File: src/design/nddi_pkg.sv
package nddi_pkg;

   // Command codes of an input item
   localparam logic CMD_LOAD  = 1'b0;
   localparam logic CMD_QUERY = 1'b1;

   // Status codes of a result item
   localparam logic [1:0] STATUS_OK       = 2'd0;
   localparam logic [1:0] STATUS_DUP_X    = 2'd1;
   localparam logic [1:0] STATUS_TOO_MANY = 2'd2;
   localparam logic [1:0] STATUS_EMPTY    = 2'd3;

   // Restoring divider: 64-bit numerator shifted up by 16
   localparam int DIV_STEPS = 80;
   localparam int DIV_CNT_W = 7;

   // Commands from controller to datapath
   typedef struct packed {
      logic x_wr;
      logic c_wr_load;
      logic c_wr_div;
      logic cap_a;
      logic cap_b;
      logic prep;
      logic div_init;
      logic div_step;
      logic acc_load;
      logic q_cap;
      logic mul_lo;
      logic mul_hi;
      logic q_sum;
      logic q_add;
      logic q_fin;
      logic pend_zero;
      logic out_load;
      logic qx_load;
   } nddi_cmd_type;

   // Sign and magnitude to 64-bit two's complement, saturating
   function automatic logic [63:0] sat_sm(input logic neg, input logic [80:0] mag);
      logic [63:0] m;
      begin
         if (neg) begin
            if (mag > 81'h0_8000_0000_0000_0000) m = 64'h8000_0000_0000_0000;
            else                                 m = mag[63:0];
            sat_sm = ~m + 64'd1;
         end else begin
            if (mag > 81'h0_7FFF_FFFF_FFFF_FFFF) sat_sm = 64'h7FFF_FFFF_FFFF_FFFF;
            else                                 sat_sm = mag[63:0];
         end
      end
   endfunction

   // Saturating 64-bit signed add
   function automatic logic [63:0] sat_add(input logic [63:0] a, input logic [63:0] b);
      logic [63:0] s;
      begin
         s = a + b;
         if ((a[63] == b[63]) && (s[63] != a[63]))
            sat_add = a[63] ? 64'h8000_0000_0000_0000 : 64'h7FFF_FFFF_FFFF_FFFF;
         else
            sat_add = s;
      end
   endfunction

endpackage

File: src/design/nddi_ctrl.sv
module nddi_ctrl import nddi_pkg::*; #(
   parameter int MAX_POINTS = 7
) (
   input  logic                          clock,
   input  logic                          reset,
   input  logic                          req_valid,
   output logic                          req_ready,
   input  logic                          req_cmd,
   input  logic                          req_last_point,
   output logic                          rsp_valid,
   input  logic                          rsp_ready,
   output logic [1:0]                    rsp_status,
   input  logic                          den_zero,
   output nddi_cmd_type                  cmd,
   output logic [$clog2(MAX_POINTS)-1:0] c_addr,
   output logic [$clog2(MAX_POINTS)-1:0] x_addr,
   output logic [$clog2(MAX_POINTS)-1:0] wr_addr
);

   localparam int IDX_W = $clog2(MAX_POINTS);
   localparam int CNT_W = $clog2(MAX_POINTS + 1);

   localparam logic [4:0] S_IDLE  = 5'd0;
   localparam logic [4:0] S_B_RD1 = 5'd1;
   localparam logic [4:0] S_B_RD2 = 5'd2;
   localparam logic [4:0] S_B_CAP = 5'd3;
   localparam logic [4:0] S_B_PRE = 5'd4;
   localparam logic [4:0] S_B_CHK = 5'd5;
   localparam logic [4:0] S_B_DIV = 5'd6;
   localparam logic [4:0] S_B_WR  = 5'd7;
   localparam logic [4:0] S_Q_RD0 = 5'd8;
   localparam logic [4:0] S_Q_LD  = 5'd9;
   localparam logic [4:0] S_Q_RD  = 5'd10;
   localparam logic [4:0] S_Q_CAP = 5'd11;
   localparam logic [4:0] S_Q_ML  = 5'd12;
   localparam logic [4:0] S_Q_MH  = 5'd13;
   localparam logic [4:0] S_Q_SUM = 5'd14;
   localparam logic [4:0] S_Q_ADD = 5'd15;
   localparam logic [4:0] S_Q_FIN = 5'd16;
   localparam logic [4:0] S_DONE  = 5'd17;

   logic [4:0]           state_ff, state_in;
   logic [CNT_W-1:0]     count_ff, count_in;
   logic                 closed_ff, closed_in;
   logic [1:0]           tstat_ff, tstat_in;
   logic [IDX_W-1:0]     i_ff, i_in;
   logic [IDX_W-1:0]     j_ff, j_in;
   logic [IDX_W-1:0]     idx_ff, idx_in;
   logic [DIV_CNT_W-1:0] dcnt_ff, dcnt_in;
   logic [1:0]           pstat_ff, pstat_in;
   logic                 rsp_valid_ff, rsp_valid_in;
   logic [1:0]           rsp_status_ff, rsp_status_in;

   logic                 accept;
   logic [CNT_W-1:0]     eff_count;
   logic                 room;
   logic [CNT_W-1:0]     last_cnt;

   assign req_ready = (state_ff == S_IDLE);
   assign accept    = req_valid & req_ready;
   assign eff_count = closed_ff ? '0 : count_ff;
   assign room      = (eff_count < CNT_W'(MAX_POINTS));
   assign last_cnt  = count_ff - CNT_W'(1);

   always_comb begin
      state_in      = state_ff;
      count_in      = count_ff;
      closed_in     = closed_ff;
      tstat_in      = tstat_ff;
      i_in          = i_ff;
      j_in          = j_ff;
      idx_in        = idx_ff;
      dcnt_in       = dcnt_ff;
      pstat_in      = pstat_ff;
      rsp_valid_in  = rsp_valid_ff & ~rsp_ready;
      rsp_status_in = rsp_status_ff;
      cmd           = '0;
      c_addr        = idx_ff;
      x_addr        = idx_ff;
      wr_addr       = i_ff;

      case (state_ff)
         S_IDLE: begin
            if (accept && (req_cmd == CMD_LOAD)) begin
               // Store the point or drop it when the table is full
               wr_addr       = eff_count[IDX_W-1:0];
               cmd.x_wr      = room;
               cmd.c_wr_load = room;
               count_in      = eff_count + CNT_W'(room);
               closed_in     = 1'b0;
               if (!room) begin
                  tstat_in = STATUS_TOO_MANY;
               end else if (closed_ff) begin
                  tstat_in = STATUS_OK;
               end
               if (req_last_point) begin
                  if (count_in >= CNT_W'(2)) begin
                     i_in     = IDX_W'(count_in - CNT_W'(1));
                     j_in     = IDX_W'(1);
                     state_in = S_B_RD1;
                  end else begin
                     closed_in = 1'b1;
                  end
               end
            end else if (accept) begin
               cmd.qx_load = 1'b1;
               if (!closed_ff || (count_ff == '0) || (tstat_ff == STATUS_EMPTY)) begin
                  cmd.pend_zero = 1'b1;
                  pstat_in      = STATUS_EMPTY;
                  state_in      = S_DONE;
               end else if (tstat_ff == STATUS_DUP_X) begin
                  cmd.pend_zero = 1'b1;
                  pstat_in      = STATUS_DUP_X;
                  state_in      = S_DONE;
               end else begin
                  pstat_in = tstat_ff;
                  idx_in   = last_cnt[IDX_W-1:0];
                  state_in = S_Q_RD0;
               end
            end
         end
         S_B_RD1: begin
            c_addr   = i_ff;
            x_addr   = i_ff;
            state_in = S_B_RD2;
         end
         S_B_RD2: begin
            c_addr    = i_ff - IDX_W'(1);
            x_addr    = i_ff - j_ff;
            cmd.cap_a = 1'b1;
            state_in  = S_B_CAP;
         end
         S_B_CAP: begin
            cmd.cap_b = 1'b1;
            state_in  = S_B_PRE;
         end
         S_B_PRE: begin
            cmd.prep = 1'b1;
            state_in = S_B_CHK;
         end
         S_B_CHK: begin
            // Stop the build on a repeated abscissa
            if (den_zero) begin
               tstat_in  = STATUS_DUP_X;
               closed_in = 1'b1;
               state_in  = S_IDLE;
            end else begin
               cmd.div_init = 1'b1;
               dcnt_in      = DIV_CNT_W'(DIV_STEPS - 1);
               state_in     = S_B_DIV;
            end
         end
         S_B_DIV: begin
            cmd.div_step = 1'b1;
            dcnt_in      = dcnt_ff - DIV_CNT_W'(1);
            if (dcnt_ff == '0) begin
               state_in = S_B_WR;
            end
         end
         S_B_WR: begin
            cmd.c_wr_div = 1'b1;
            if (i_ff == j_ff) begin
               if ((CNT_W'(j_ff) + CNT_W'(1)) == count_ff) begin
                  closed_in = 1'b1;
                  state_in  = S_IDLE;
               end else begin
                  j_in     = j_ff + IDX_W'(1);
                  i_in     = last_cnt[IDX_W-1:0];
                  state_in = S_B_RD1;
               end
            end else begin
               i_in     = i_ff - IDX_W'(1);
               state_in = S_B_RD1;
            end
         end
         S_Q_RD0: begin
            state_in = S_Q_LD;
         end
         S_Q_LD: begin
            cmd.acc_load = 1'b1;
            if (idx_ff == '0) begin
               state_in = S_Q_FIN;
            end else begin
               idx_in   = idx_ff - IDX_W'(1);
               state_in = S_Q_RD;
            end
         end
         S_Q_RD: begin
            state_in = S_Q_CAP;
         end
         S_Q_CAP: begin
            cmd.q_cap = 1'b1;
            state_in  = S_Q_ML;
         end
         S_Q_ML: begin
            cmd.mul_lo = 1'b1;
            state_in   = S_Q_MH;
         end
         S_Q_MH: begin
            cmd.mul_hi = 1'b1;
            state_in   = S_Q_SUM;
         end
         S_Q_SUM: begin
            cmd.q_sum = 1'b1;
            state_in  = S_Q_ADD;
         end
         S_Q_ADD: begin
            cmd.q_add = 1'b1;
            if (idx_ff == '0) begin
               state_in = S_Q_FIN;
            end else begin
               idx_in   = idx_ff - IDX_W'(1);
               state_in = S_Q_RD;
            end
         end
         S_Q_FIN: begin
            cmd.q_fin = 1'b1;
            state_in  = S_DONE;
         end
         S_DONE: begin
            // Hand the item to the output register once it is free
            if (!rsp_valid_ff || rsp_ready) begin
               cmd.out_load  = 1'b1;
               rsp_valid_in  = 1'b1;
               rsp_status_in = pstat_ff;
               state_in      = S_IDLE;
            end
         end
         default: begin
            state_in = S_IDLE;
         end
      endcase
   end

   always_ff @(posedge clock) begin
      if (reset) begin
         state_ff     <= S_IDLE;
         count_ff     <= '0;
         closed_ff    <= 1'b1;
         tstat_ff     <= STATUS_EMPTY;
         rsp_valid_ff <= 1'b0;
      end else begin
         state_ff     <= state_in;
         count_ff     <= count_in;
         closed_ff    <= closed_in;
         tstat_ff     <= tstat_in;
         rsp_valid_ff <= rsp_valid_in;
      end
      i_ff          <= i_in;
      j_ff          <= j_in;
      idx_ff        <= idx_in;
      dcnt_ff       <= dcnt_in;
      pstat_ff      <= pstat_in;
      rsp_status_ff <= rsp_status_in;
   end

   assign rsp_valid  = rsp_valid_ff;
   assign rsp_status = rsp_status_ff;

endmodule

File: config.mk
export PLATFORM = sky130hd
export DESIGN_NAME = nddi_ctrl
export DESIGN_NICKNAME = d
export VERILOG_FILES = /design/src/design/nddi_pkg.sv /design/src/design/nddi_ctrl.sv
export SDC_FILE = /design/constraint.sdc
export NUM_CORES = 1
export LEC_CHECK = 0
export BUFFER_PORTS_ARGS = -buffer_cell sky130_fd_sc_hd__buf_2
export CORE_ASPECT_RATIO = 0.8
export CORE_MARGIN = 4
export CORE_UTILIZATION = 40
export CTS_BUF_LIST = sky130_fd_sc_hd__clkbuf_2 sky130_fd_sc_hd__clkbuf_4 sky130_fd_sc_hd__clkbuf_8
export DETAILED_ROUTE_END_ITERATION = 10
export PLACE_DENSITY_LB_ADDON = 0.3
export SLEW_MARGIN = 10
export SYNTH_ARGS = -nofsm -noshare
export SYNTH_HDL_FRONTEND = slang
export SYNTH_SLANG_ARGS = --single-unit
export TNS_END_PERCENT = 20
File: constraint.sdc
create_clock -name clock -period 6.6 [get_ports clock]
set_input_delay 1.32 -clock clock [delete_from_list [all_inputs] [get_ports clock]]
set_output_delay 1.32 -clock clock [all_outputs]
set_load 0.02 [all_outputs]
==> out/results.tsv <==
stage	metric	value	unit
run_status	status	finished, final reports clean	
grt	largest net degree at the start of global routing	16	
placed_design	Post-Place Cells	347	
timing	final hold violation count	0	
grt	initial antenna violation count	0	
drt	drt wl/cell	14.8	microns
critical_path	crit path DAT	2.43	ns
critical_path	Critical Path RT	5.28	ns
synthesis	Syn Inst Count	262	
final_layout	Net count, final	310	
synthesis	Synth cell types	51	
synthesis	YS warnings	0	
final_layout	ANT cells	0	
drt	routed vias/inst	5.36	
drt	Routed Antenna Nets	0	
placed_design	Port Buffers	37	
timing	Setup TNS	0	ns
timing	period utilization	0.568	
timing	final setup fails	0	
final_layout	fin cells	355	
die	Die ar.	6770	sq um
synthesis	largest cells by area after synthesis	edfxtp_1 (27%), dfxtp_1 (11%), nand2_1 (6.0%)	
clock_tree	post-cts resize count	0	
die	Die Y	74.4	microns
clock_tree	Inserted Clock Buffers	5	
final_layout	commonest non-fill, non-tap cell in the layout	buf_2	
grt	vias in the first global route	1896	
clock_tree	Hold-fix buffers, CTS	0	
drt	DRT met1 WL	2630	microns
timing	minimum clock period	3.75	ns
critical_path	critical path peak fanout	12	
die	Cell Rows	23	
drt	via count	1902	
final_layout	P&R area growth vs syn	14.2	%
timing	Tightest Pin Transition	0.901	ns
clock_tree	post-CTS setup repair buffer count	0	
critical_path	Crit Path Category	in2out	
drt	drt first-iter violations	122	
job	Max-Cap Viols	0	
grt	first-pass GRT wire length	8960	microns
critical_path	critical path launch point type	input port	
synthesis	Post-synth EDFFs	20	
clock_tree	CTS sink cnt	32	
critical_path	Worst Setup SP	req_valid	
die	Core Box Area	5180	sq um
final_layout	most frequent cells in the layout	buf_2 (37), nand2_1 (35), nor2_1 (27), edfxtp_1 (20)	
final_layout	Multi-input gate area	1230	sq um
grt	grt ovf	0	
drt	met3 WL	240	microns
drt	length of routed met2 wiring	2300	microns
clock_tree	TritonCTS clock tree	yes	
placed_design	gpl congestion	0.858	
placed_design	Final HPWL DP	4090	microns
die	Ports	38	
timing	Max Fclk	267	MHz
synthesis	Async SR Flop Fraction	0	
clock_tree	root buf cell	clkbuf_8	
synthesis	Synth Register Bits	32	
synthesis	dominant synthesized flop cell	edfxtp_1	
synthesis	Syn Nets	280	
critical_path	endpoint class of the critical path	output port	
clock_tree	Clk Latency, worst-skew pair	0.28	ns
power_and_ir_drop	leakage	1.10	nW
critical_path	Reg2Reg Launch Point	state_ff[2]	
final_layout	Sequential Area	841	sq um
drt	wirelength, routed	5260	microns
grt	Total GRT Usage	0.167	
hold_path	Worst Hold Class	reg2reg	
timing	Worst Clk Skew	0.00495	ns
die	Horiz. Die Dim	91	microns
drt	first drt pass iteration count	4	
synthesis	syn_area_per_cell	8.41	sq um
hold_path	HP Start	pstat_ff[0]	
timing	slew margin rel.	0.393	
clock_tree	Clock Path Buffers	2	
final_layout	layout cells sized above 1	0.174	
timing	unrepaired setup endpoints after global routing	false	
power_and_ir_drop	Peak VDD IR	0.111	mV
clock_tree	H-tree depth	2	
synthesis	top cell type's share of synthesized area	0.272	
timing	Slew Limit Fails	0	
drt	DRC Markers	0	
synthesis	post-synthesis sequential area ratio	0.381	
clock_tree	CTS clk-pin slew, worst paths	0.07	ns
die	Initial Utilization	0.426	
drt	uppermost layer routed	met4	
power_and_ir_drop	Pwr per Cell Area	287	nW/um^2
synthesis	largest area contributor in the netlist	edfxtp_1	
synthesis	area of the mapped netlist	2200	sq um
final_layout	filler instances	517	
routing by layer:
metal / vias to the layer above / GRT usage
met1: 867 / 0.220
met5: - / 0
met3: 8 / 0.0374
li1: 983 / -
met2: 44 / 0.269
met4: 0 / 0.0669
critical path: stages:
cell and delay [ns]:
buf_2 0.11, nor2b_1 0.17, nand3_1 0.33, o21ai_0 0.30, buf_2 0.20
synthesized netlist by cell type (5+ instances only):
library cell / count
nor3_1: 11
xnor2_1: 8
inv_1: 18
nand2_1: 35
dfxtp_1: 12
xor2_1: 5
nand3_1: 6
ha_1: 10
o21ai_0: 18
nand2b_1: 9
clkbuf_1: 9
edfxtp_1: 20
a21oi_1: 11
nor2_1: 27
flip-flops by register name, indices dropped and copies added, names as in the netlist:
name        flops
dcnt_ff         7
state_ff        5
count_ff        3
i_ff            3
idx_ff          3
j_ff            3
pstat_ff        2
rsp_status      2
tstat_ff        2
closed_ff       1
rsp_valid       1
power by group:
group / internal [mW] / switching (mW)
Sequential: 0.228 / 0.0356
Clock: 0.116 / 0.0700
Combinational: 0.102 / 0.171
per-stage QoR:
step	util	worst slack, ns	hold slack (ns)	cell area (sq um)	total power [mW]
final	0.486	2.85	0.419	2520	0.723
after global placement	0.464	2.85	0.407	2410	0.540
after global routing	0.486	2.70	0.424	2520	0.771
after detailed placement	0.464	2.81	0.405	2410	0.541
after floorplan	-	3.01	0.400	2200	0.465
after CTS	0.486	2.79	0.420	2520	0.728
layout make-up:
type | count | area share
flip-flops and latches | 32 | 0.334
repair buffers | 37 | 0.0736
well taps | 62 | 0.0308
inverters | 18 | 0.0268
clock buffers | 6 | 0.0303
clock inverters | 2 | 0.0139
multi-input cells | 198 | 0.491
worst paths after layout:
path / endpoint / slack (ns) / depth (start not counted)
setup / recovery: wr_addr[2] / 2.85 / 5
hold / removal: rsp_status[0] / 0.42 / 0
setup reg to reg: i_ff[2] / 3.95 / 4
hold reg to reg: rsp_status[0] / 0.42 / 0
cell families (layout without fill, tap and decap cells):
family / Yosys count / in the layout / share of synthesized area
AND/OR/NAND/NOR: 115 / 115 / 0.254
adder cells (fa/ha/maj): 11 / 11 / 0.0658
buffers and inverters: 32 / 63 / 0.0585
XOR/XNOR: 14 / 14 / 0.0619
multiplexers: 6 / 6 / 0.0284
flip-flops: 32 / 32 / 0.381
AO/OA/AOI/OAI: 52 / 52 / 0.150
No activity file was read; power rests on OpenSTA's default activity.
